==> config.mk <==
export PLATFORM = sky130hd
export DESIGN_NAME = min_max_dwell_output_unit
export DESIGN_NICKNAME = d
export VERILOG_FILES = /design/src/hdl/mmdo_pkg.sv /design/src/hdl/mmdo_core.sv /design/src/hdl/min_max_dwell_output_unit.sv
export SDC_FILE = /design/constraint.sdc
export NUM_CORES = 1
export LEC_CHECK = 0
export ABC_AREA = 1
export CAP_MARGIN = 20
export CORE_AREA = 2 2 156 158
export CTS_BUF_LIST = sky130_fd_sc_hd__clkbuf_2 sky130_fd_sc_hd__clkbuf_4 sky130_fd_sc_hd__clkbuf_8
export CTS_CLUSTER_DIAMETER = 120
export DETAILED_ROUTE_END_ITERATION = 6
export DIE_AREA = 0 0 158 160
export DONT_BUFFER_PORTS = 1
export PLACE_DENSITY = 0.67
export REMOVE_ABC_BUFFERS = 1
export SYNTH_ARGS = -nofsm -noshare
export SYNTH_HDL_FRONTEND = slang
export SYNTH_SLANG_ARGS = --single-unit
==> constraint.sdc <==
create_clock -name i_clk -period 3.64 [get_ports i_clk]
set_input_delay 0.364 -clock i_clk [delete_from_list [all_inputs] [get_ports i_clk]]
set_output_delay 0.364 -clock i_clk [all_outputs]
set_load 0.01 [all_outputs]
==> src/hdl/mmdo_pkg.sv <==
package mmdo_pkg;

    typedef enum logic [1:0] {
        OP_TICK      = 2'd0,
        OP_COMMAND   = 2'd1,
        OP_TOGGLE    = 2'd2,
        OP_FORCE_OFF = 2'd3
    } t_op;

    typedef enum logic [1:0] {
        CFG_MIN_ON  = 2'd0,
        CFG_MAX_ON  = 2'd1,
        CFG_MIN_OFF = 2'd2,
        CFG_MAX_OFF = 2'd3
    } t_cfg_idx;

    localparam int unsigned CFG_WIDTH = 32;
    localparam logic [CFG_WIDTH-1:0] RESET_HOLD_MS = 32'd1000;

    typedef struct packed {
        t_op  operation;
        logic level_request;
    } t_in_word;

    typedef struct packed {
        logic level;
        logic forced_switch;
        logic command_blocked;
    } t_out_word;

    typedef struct packed {
        logic [CFG_WIDTH-1:0] min_on_ms;
        logic [CFG_WIDTH-1:0] max_on_ms;
        logic [CFG_WIDTH-1:0] min_off_ms;
        logic [CFG_WIDTH-1:0] max_off_ms;
    } t_cfg;

endpackage

==> src/hdl/mmdo_core.sv <==
module mmdo_core #(
    parameter int TIME_WIDTH = 32
) (
    input  logic               i_clk,
    input  logic               i_rst_n,
    input  logic               i_step,
    input  mmdo_pkg::t_in_word i_word,
    input  mmdo_pkg::t_cfg     i_cfg,
    output mmdo_pkg::t_out_word o_result
);
    import mmdo_pkg::*;

    localparam logic [63:0] TimeMax64 = 64'((65'd1 << TIME_WIDTH) - 65'd1);
    localparam logic [TIME_WIDTH-1:0] ResetHold =
        (TIME_WIDTH >= 10) ? TIME_WIDTH'(RESET_HOLD_MS) : '1;

    // clamp a register value to the counter range
    function automatic logic [TIME_WIDTH-1:0] sat_time(input logic [CFG_WIDTH-1:0] v);
        logic [63:0] v64;
        v64 = 64'(v);
        if (v64 > TimeMax64) begin
            return '1;
        end
        return TIME_WIDTH'(v64);
    endfunction

    logic                  r_level;
    logic [TIME_WIDTH-1:0] r_min_rem;
    logic [TIME_WIDTH-1:0] r_max_rem;
    logic                  r_armed;

    logic                  n_level;
    logic [TIME_WIDTH-1:0] n_min_rem;
    logic [TIME_WIDTH-1:0] n_max_rem;
    logic                  n_armed;

    logic                  want;
    logic                  take_en;
    logic                  take_lv;
    logic                  forced;
    logic                  blocked;
    logic [CFG_WIDTH-1:0]  ld_min;
    logic [CFG_WIDTH-1:0]  ld_max;

    assign ld_min = take_lv ? i_cfg.min_on_ms : i_cfg.min_off_ms;
    assign ld_max = take_lv ? i_cfg.max_on_ms : i_cfg.max_off_ms;

    always_comb begin
        want    = (i_word.operation == OP_COMMAND) ? i_word.level_request : ~r_level;
        take_en = 1'b0;
        take_lv = want;
        forced  = 1'b0;
        blocked = 1'b0;
        if (i_word.operation == OP_COMMAND || i_word.operation == OP_TOGGLE) begin
            if (r_min_rem != '0) begin
                blocked = 1'b1;
            end else if (want != r_level) begin
                take_en = 1'b1;
            end else if (r_armed && r_max_rem == '0) begin
                take_en = 1'b1;
                take_lv = ~r_level;
                forced  = 1'b1;
            end
        end
    end

    always_comb begin
        n_level   = r_level;
        n_min_rem = r_min_rem;
        n_max_rem = r_max_rem;
        n_armed   = r_armed;
        case (i_word.operation)
            OP_TICK: begin
                if (r_min_rem != '0) n_min_rem = r_min_rem - TIME_WIDTH'(1);
                if (r_max_rem != '0) n_max_rem = r_max_rem - TIME_WIDTH'(1);
            end
            OP_FORCE_OFF: begin
                n_level   = 1'b0;
                n_min_rem = sat_time(i_cfg.min_off_ms);
                n_max_rem = '0;
                n_armed   = 1'b0;
            end
            default: begin
                if (take_en) begin
                    n_level   = take_lv;
                    n_min_rem = sat_time(ld_min);
                    n_armed   = (ld_max != '0);
                    n_max_rem = (ld_max != '0) ? sat_time(ld_max) : '0;
                end
            end
        endcase
    end

    always_ff @(posedge i_clk) begin
        if (!i_rst_n) begin
            r_level   <= 1'b0;
            r_min_rem <= ResetHold;
            r_max_rem <= '0;
            r_armed   <= 1'b0;
        end else if (i_step) begin
            r_level   <= n_level;
            r_min_rem <= n_min_rem;
            r_max_rem <= n_max_rem;
            r_armed   <= n_armed;
        end
    end

    assign o_result.level           = n_level;
    assign o_result.forced_switch   = forced;
    assign o_result.command_blocked = blocked;

    a_tick_holds_level: assert property (@(posedge i_clk) disable iff (!i_rst_n)
        i_step && i_word.operation == OP_TICK |=> r_level == $past(r_level))
        else $error("tick changed the output level");

    a_force_off: assert property (@(posedge i_clk) disable iff (!i_rst_n)
        i_step && i_word.operation == OP_FORCE_OFF |=> !r_level && !r_armed)
        else $error("force off left the output on or the maximum timer armed");

    a_blocked_holds: assert property (@(posedge i_clk) disable iff (!i_rst_n)
        i_step && blocked |=> r_level == $past(r_level) && r_min_rem == $past(r_min_rem))
        else $error("blocked command altered state");

    a_forced_flips: assert property (@(posedge i_clk) disable iff (!i_rst_n)
        i_step && forced |=> r_level != $past(r_level))
        else $error("forced switch did not flip the output");

    a_unarmed_max_zero: assert property (@(posedge i_clk) disable iff (!i_rst_n)
        $past(i_step) && !r_armed && $past(take_en) |-> r_max_rem == '0)
        else $error("disarmed maximum timer loaded non-zero");

endmodule

==> src/hdl/min_max_dwell_output_unit.sv <==
// Dwell-limited digital output. One word is taken per clock cycle unless stalled, and its
// result word appears in the output register on the next cycle; the single output register
// with its valid flag sets the rate; a new word is accepted while a result waits as long as
// the consumer takes it in the same cycle. Tick words count the minimum and maximum dwell
// counters down, command and toggle words are ignored while the minimum dwell runs, an
// expired armed maximum dwell flips the output when the held level is commanded again, and
// force-off turns the output off at once. After reset the output is off with a 1000-tick
// hold. Counters are TIME_WIDTH bits and register values beyond that range saturate.
module min_max_dwell_output_unit #(
    parameter int TIME_WIDTH = 32
) (
    input  logic                          i_clk,
    input  logic                          i_rst_n,
    input  logic                          i_in_valid,
    output logic                          o_in_ready,
    input  mmdo_pkg::t_in_word            i_in_word,
    output logic                          o_out_valid,
    input  logic                          i_out_ready,
    output mmdo_pkg::t_out_word           o_out_word,
    input  logic                          i_cfg_we,
    input  mmdo_pkg::t_cfg_idx            i_cfg_idx,
    input  logic [mmdo_pkg::CFG_WIDTH-1:0] i_cfg_data
);
    import mmdo_pkg::*;

    t_cfg      r_cfg;
    logic      r_out_valid;
    t_out_word r_out_word;
    t_out_word result;
    logic      step;

    assign o_in_ready = !r_out_valid || i_out_ready;
    assign step       = i_in_valid && o_in_ready;

    always_ff @(posedge i_clk) begin
        if (!i_rst_n) begin
            r_cfg <= '0;
        end else if (i_cfg_we) begin
            case (i_cfg_idx)
                CFG_MIN_ON:  r_cfg.min_on_ms  <= i_cfg_data;
                CFG_MAX_ON:  r_cfg.max_on_ms  <= i_cfg_data;
                CFG_MIN_OFF: r_cfg.min_off_ms <= i_cfg_data;
                CFG_MAX_OFF: r_cfg.max_off_ms <= i_cfg_data;
                default: ;
            endcase
        end
    end

    mmdo_core #(
        .TIME_WIDTH(TIME_WIDTH)
    ) u_core (
        .i_clk    (i_clk),
        .i_rst_n  (i_rst_n),
        .i_step   (step),
        .i_word   (i_in_word),
        .i_cfg    (r_cfg),
        .o_result (result)
    );

    always_ff @(posedge i_clk) begin
        if (!i_rst_n) begin
            r_out_valid <= 1'b0;
        end else if (o_in_ready) begin
            r_out_valid <= i_in_valid;
        end
    end

    always_ff @(posedge i_clk) begin
        if (step) begin
            r_out_word <= result;
        end
    end

    assign o_out_valid = r_out_valid;
    assign o_out_word  = r_out_word;

    a_no_overwrite: assert property (@(posedge i_clk) disable iff (!i_rst_n)
        o_out_valid && !i_out_ready |=> o_out_valid && $stable(o_out_word))
        else $error("waiting result word was lost or changed");

    a_accept_gives_word: assert property (@(posedge i_clk) disable iff (!i_rst_n)
        step |=> o_out_valid)
        else $error("accepted word produced no result");

    a_flags_exclusive: assert property (@(posedge i_clk) disable iff (!i_rst_n)
        o_out_valid |-> !(o_out_word.forced_switch && o_out_word.command_blocked))
        else $error("forced and blocked both set");

endmodule
==> impl_metrics.env <==
export IMPL_status="completed"
export IMPL_path_buf_inv=1
export IMPL_rsz0062_at_grt="false"
export IMPL_die_x_um=158
export IMPL_finalSetupTns_ps=0
export IMPL_holdCritPathClass="input port to flop"
export IMPL_synth_async_reset_ratio_pct=0
export IMPL_worst_setup_path_type="flop to flop"
export IMPL_syn_inst=1570
export IMPL_antenna_left=0
export IMPL_yosys_warnings=0
export IMPL_arrival_ps=3470
export IMPL_cts_path_max_buffers=2
export IMPL_ys_seq_area_share_pct=38.2
export IMPL_r2r_setup_slack_ps=530
export IMPL_fin_crit_sh_pct=85.4
export IMPL_vdd_drop_max_mv=0.260
export IMPL_drt_pass1_iterations=6
export IMPL_yosysTopAreaCellShare_pct=37.4
export IMPL_vias=10189
export IMPL_grt_pass1_vias=9332
export IMPL_total_power_mw=4.91
export IMPL_powerDensity_nw_per_um2=433
export IMPL_ys_seq_elements=198
export IMPL_initialDrtViolationCount=994
export IMPL_post_cts_buffers=0
export IMPL_die_area_um2=25300
export IMPL_worst_skew_pair_late_latency_ps=500
export IMPL_maxSlewViolCount=0
export IMPL_startpoint_type="flop"
export IMPL_critPathMaxStageDelay_ps=540
export IMPL_synth_ff_type="dfxtp_1"
export IMPL_start_util_pct=43.9
export IMPL_drive_gt1_share_pct=5.31
export IMPL_worstMarginPinSlew_ps=862
export IMPL_wl_um=31400
export IMPL_htree_levels=4
export IMPL_min_from="i_cfg_data[18]"
export IMPL_synth_area_um2=10400
export IMPL_hold_depth=2
export IMPL_maxSlewHeadroom_pct=42.3
export IMPL_io_pins=47
export IMPL_cp_top_family="simple AND/OR/NAND/NOR gates"
export IMPL_timing_fmax_ghz=0.322
export IMPL_synthDistinctLibCells=48
export IMPL_wl_per_cell_um=16.6
export IMPL_cts_made_buffers=17
export IMPL_track_usage_pct=25.0
export IMPL_core_um2=23800
export IMPL_dpl_cell_area_um2=10700
export IMPL_via_per_inst=5.40
export IMPL_dp_hpwl_um=20700
export IMPL_setup_violations_final=0
export IMPL_root_buffer="clkbuf_8"
export IMPL_clk_pin_slew_worst_paths_ps=120
export IMPL_p_leak_nw=4.85
export IMPL_rows=57
export IMPL_grt_pass1_wl_um=49900
export IMPL_nNetsFinal=1598
export IMPL_die_h_um=160
export IMPL_cts_sinks=198
export IMPL_crit_path_cell_trace="inv_1 > ha_1 > nand2_1 > nor2_1 > nand2_1 > nor2_1 > nand2_1 > nor2_1 > nand3_2 > nand2_4 > nand2_1 > nand2_1 > nand2_1 > nor2_1 > nand2_1 > nor2_1 > nand2_1 > nand2_1 > a21oi_1"
export IMPL_num_antenna_cells=0
export IMPL_maxCapViolations=0
export IMPL_path_common_cell="nand2_1"
export IMPL_skew_ps=24.2
export IMPL_r2r_end="u_core.r_armed$_SDFFE_PN0P_"
export IMPL_worstRegToRegCells=19
export IMPL_area_delta_synth_final_pct=8.45
export IMPL_synth_edf_count=3
export IMPL_synth_area_top_cells="dfxtp_1 37%, a21oi_1 9.3%, o21ai_0 9.1%, nand2_1 8.6%, nor2_1 7.7%"
export IMPL_r2r_start="u_core.r_min_rem[0]$_SDFFE_PN0P_"
export IMPL_cp_max_fo=55
export IMPL_cp_required_ps=4000
export IMPL_cts_tree="done"
export IMPL_yosys_area_top_type="dfxtp_1"
export IMPL_overflow=0
export IMPL_hold_end="r_cfg[114]$_SDFFE_PN0P_"
export IMPL_grt_max_degree=141
export IMPL_design_area_um2=11300
export IMPL_gp_congestion=0.865
export IMPL_period_needed_ps=3110
export IMPL_hold_viol=0
export IMPL_drc_errors=0
export IMPL_avgSynthCellArea_um2=6.66
export IMPL_cpMaxStageDelayCell="nand2_4"
export IMPL_cp_end_kind="flop"
export IMPL_port_buffers=0
export IMPL_hold_ws_ps=15.7
export IMPL_antenna_found_initial=0
[logic make-up (layout without fill, tap and decap cells)]
logic type | Yosys count | in the layout | share of synthesized area [%]
mux | 1 | 1 | 0.0958
xor+xnor | 16 | 16 | 1.34
compound gates | 465 | 465 | 24.7
buf+inv | 297 | 289 | 11.4
flops | 198 | 198 | 38.2
fa+ha+maj | 7 | 7 | 0.838
simple gates | 586 | 586 | 23.4
[report_power, final]
group	leakage [nW]	switching [mW]	internal [mW]
clock	0.211	0.879	0.615
combinational	3.01	0.678	0.334
sequential	1.63	0.0952	2.31
[cell usage in the layout (no fill, tap or decap), types with 2 or more instances in the layout]
cell type      instances
a31oi_1                4
a22oi_1                2
nor3_2                 2
a21oi_1              195
a211oi_1               2
dfxtp_1              195
inv_6                  4
clkinv_8               2
nand2_1              240
clkbuf_8              19
nor3_1                 9
nand2_4                3
nor2_1               212
clkinv_2               2
o221ai_1               4
xor2_1                15
nand4_1                6
edfxtp_1               3
dlygate4sd3_1         26
nor4_1                 2
nor4_2                 2
inv_1                209
inv_2                  2
a221oi_2               2
buf_4                 17
a32oi_1                3
nand3_2                4
ha_1                   6
o21ai_1                5
a221oi_1              23
inv_8                  2
o211ai_4               2
nor2_2                11
buf_12                 2
o32ai_1                2
o21ai_0              189
nand3_1               90
o211ai_1              23
o22ai_1                4
[flip-flops by register name, indices dropped and copies added (netlist names)]
| register | flops |
|---|---|
| u_core.r_max_rem | 32 |
| r_cfg | 128 |
| u_core.r_armed | 1 |
| u_core.r_level | 1 |
| o_out_valid | 1 |
| u_core.r_min_rem | 32 |
| o_out_word | 3 |
[final cells by class]
class	count	area [um^2]
fill	2498	12500
multi-input combinational	1075	5300
sequential	198	3990
inverter	212	796
timing repair buffer	45	428
tap	324	405
clock buffer	20	269
clock inverter	12	139
[through the flow]
step / instances / worst slack (ps) / utilization [%]
floorplan: 1485 / -730 / -
global placement: 1827 / 543 / 44.7
detailed placement: 1828 / 495 / 44.8
CTS: 1885 / 514 / 47.5
global route: 1886 / 142 / 47.6
finish: 1886 / 533 / 47.6
[repair_timing]
| item | 4_1_cts | 5_1_grt |
|---|---|---|
| gates resized for setup | 0 | 0 |
| hold endpoints to repair | 32 | 5 |
| hold buffers | 25 | 1 |
[worst max path at each step]
stage / startpoint / endpoint / slack, ps / cells past startpoint
after floorplan: i_in_word[2] / u_core.r_min_rem[8]$_SDFFE_PN1P_ / -730 / 10
after global placement: u_core.r_min_rem[0]$_SDFFE_PN0P_ / u_core.r_armed$_SDFFE_PN0P_ / 540 / 19
after detailed placement: i_in_word[2] / u_core.r_min_rem[11]$_SDFFE_PN0P_ / 500 / 8
after CTS: u_core.r_min_rem[0]$_SDFFE_PN0P_ / u_core.r_armed$_SDFFE_PN0P_ / 510 / 19
after global routing: u_core.r_min_rem[0]$_SDFFE_PN0P_ / u_core.r_armed$_SDFFE_PN0P_ / 140 / 19
final: u_core.r_min_rem[0]$_SDFFE_PN0P_ / u_core.r_armed$_SDFFE_PN0P_ / 530 / 19
[routing by layer]
metal | global-route usage, % | share of wire, % | vias to the layer above
met1 | 33.8 | 45 | 4762
met4 | 6.02 | 1.4 | 0
met2 | 41.6 | 49 | 261
met3 | 4.31 | 5.4 | 34
met5 | 0 | 0 | -
li1 | - | - | 5132
[synthesized netlist by cell type, types with 3 or more instances]
cell type  number
dfxtp_1       195
xor2_1         15
edfxtp_1        3
nor2_2         10
nand4_1         6
a221oi_1       23
o21ai_0       189
o22ai_1         4
buf_2           6
ha_1            7
o211ai_1       23
clkbuf_1       65
buf_4           3
buf_1           4
buf_6           7
nor3_1          9
nor2_1        213
o221ai_1        4
nand2_4         3
a31oi_1         4
nand3_1        92
inv_1         209
a21oi_1       195
o21ai_1         5
a32oi_1         3
nand2_1       240
o211ai_2        3
[worst reg2reg max path, cell delays in order (launching register included)]
cell     delay (ps)
dfxtp_1         330
inv_1           110
ha_1            200
nand2_1          70
nor2_1          100
nand2_1          60
nor2_1          180
nand2_1         140
nor2_1          190
nand3_2         200
nand2_4         540
nand2_1         180
nand2_1         100
nand2_1          50
nor2_1          170
nand2_1          80
nor2_1          120
nand2_1          70
nand2_1          50
a21oi_1          50
Power figures use the tool's default switching activity.
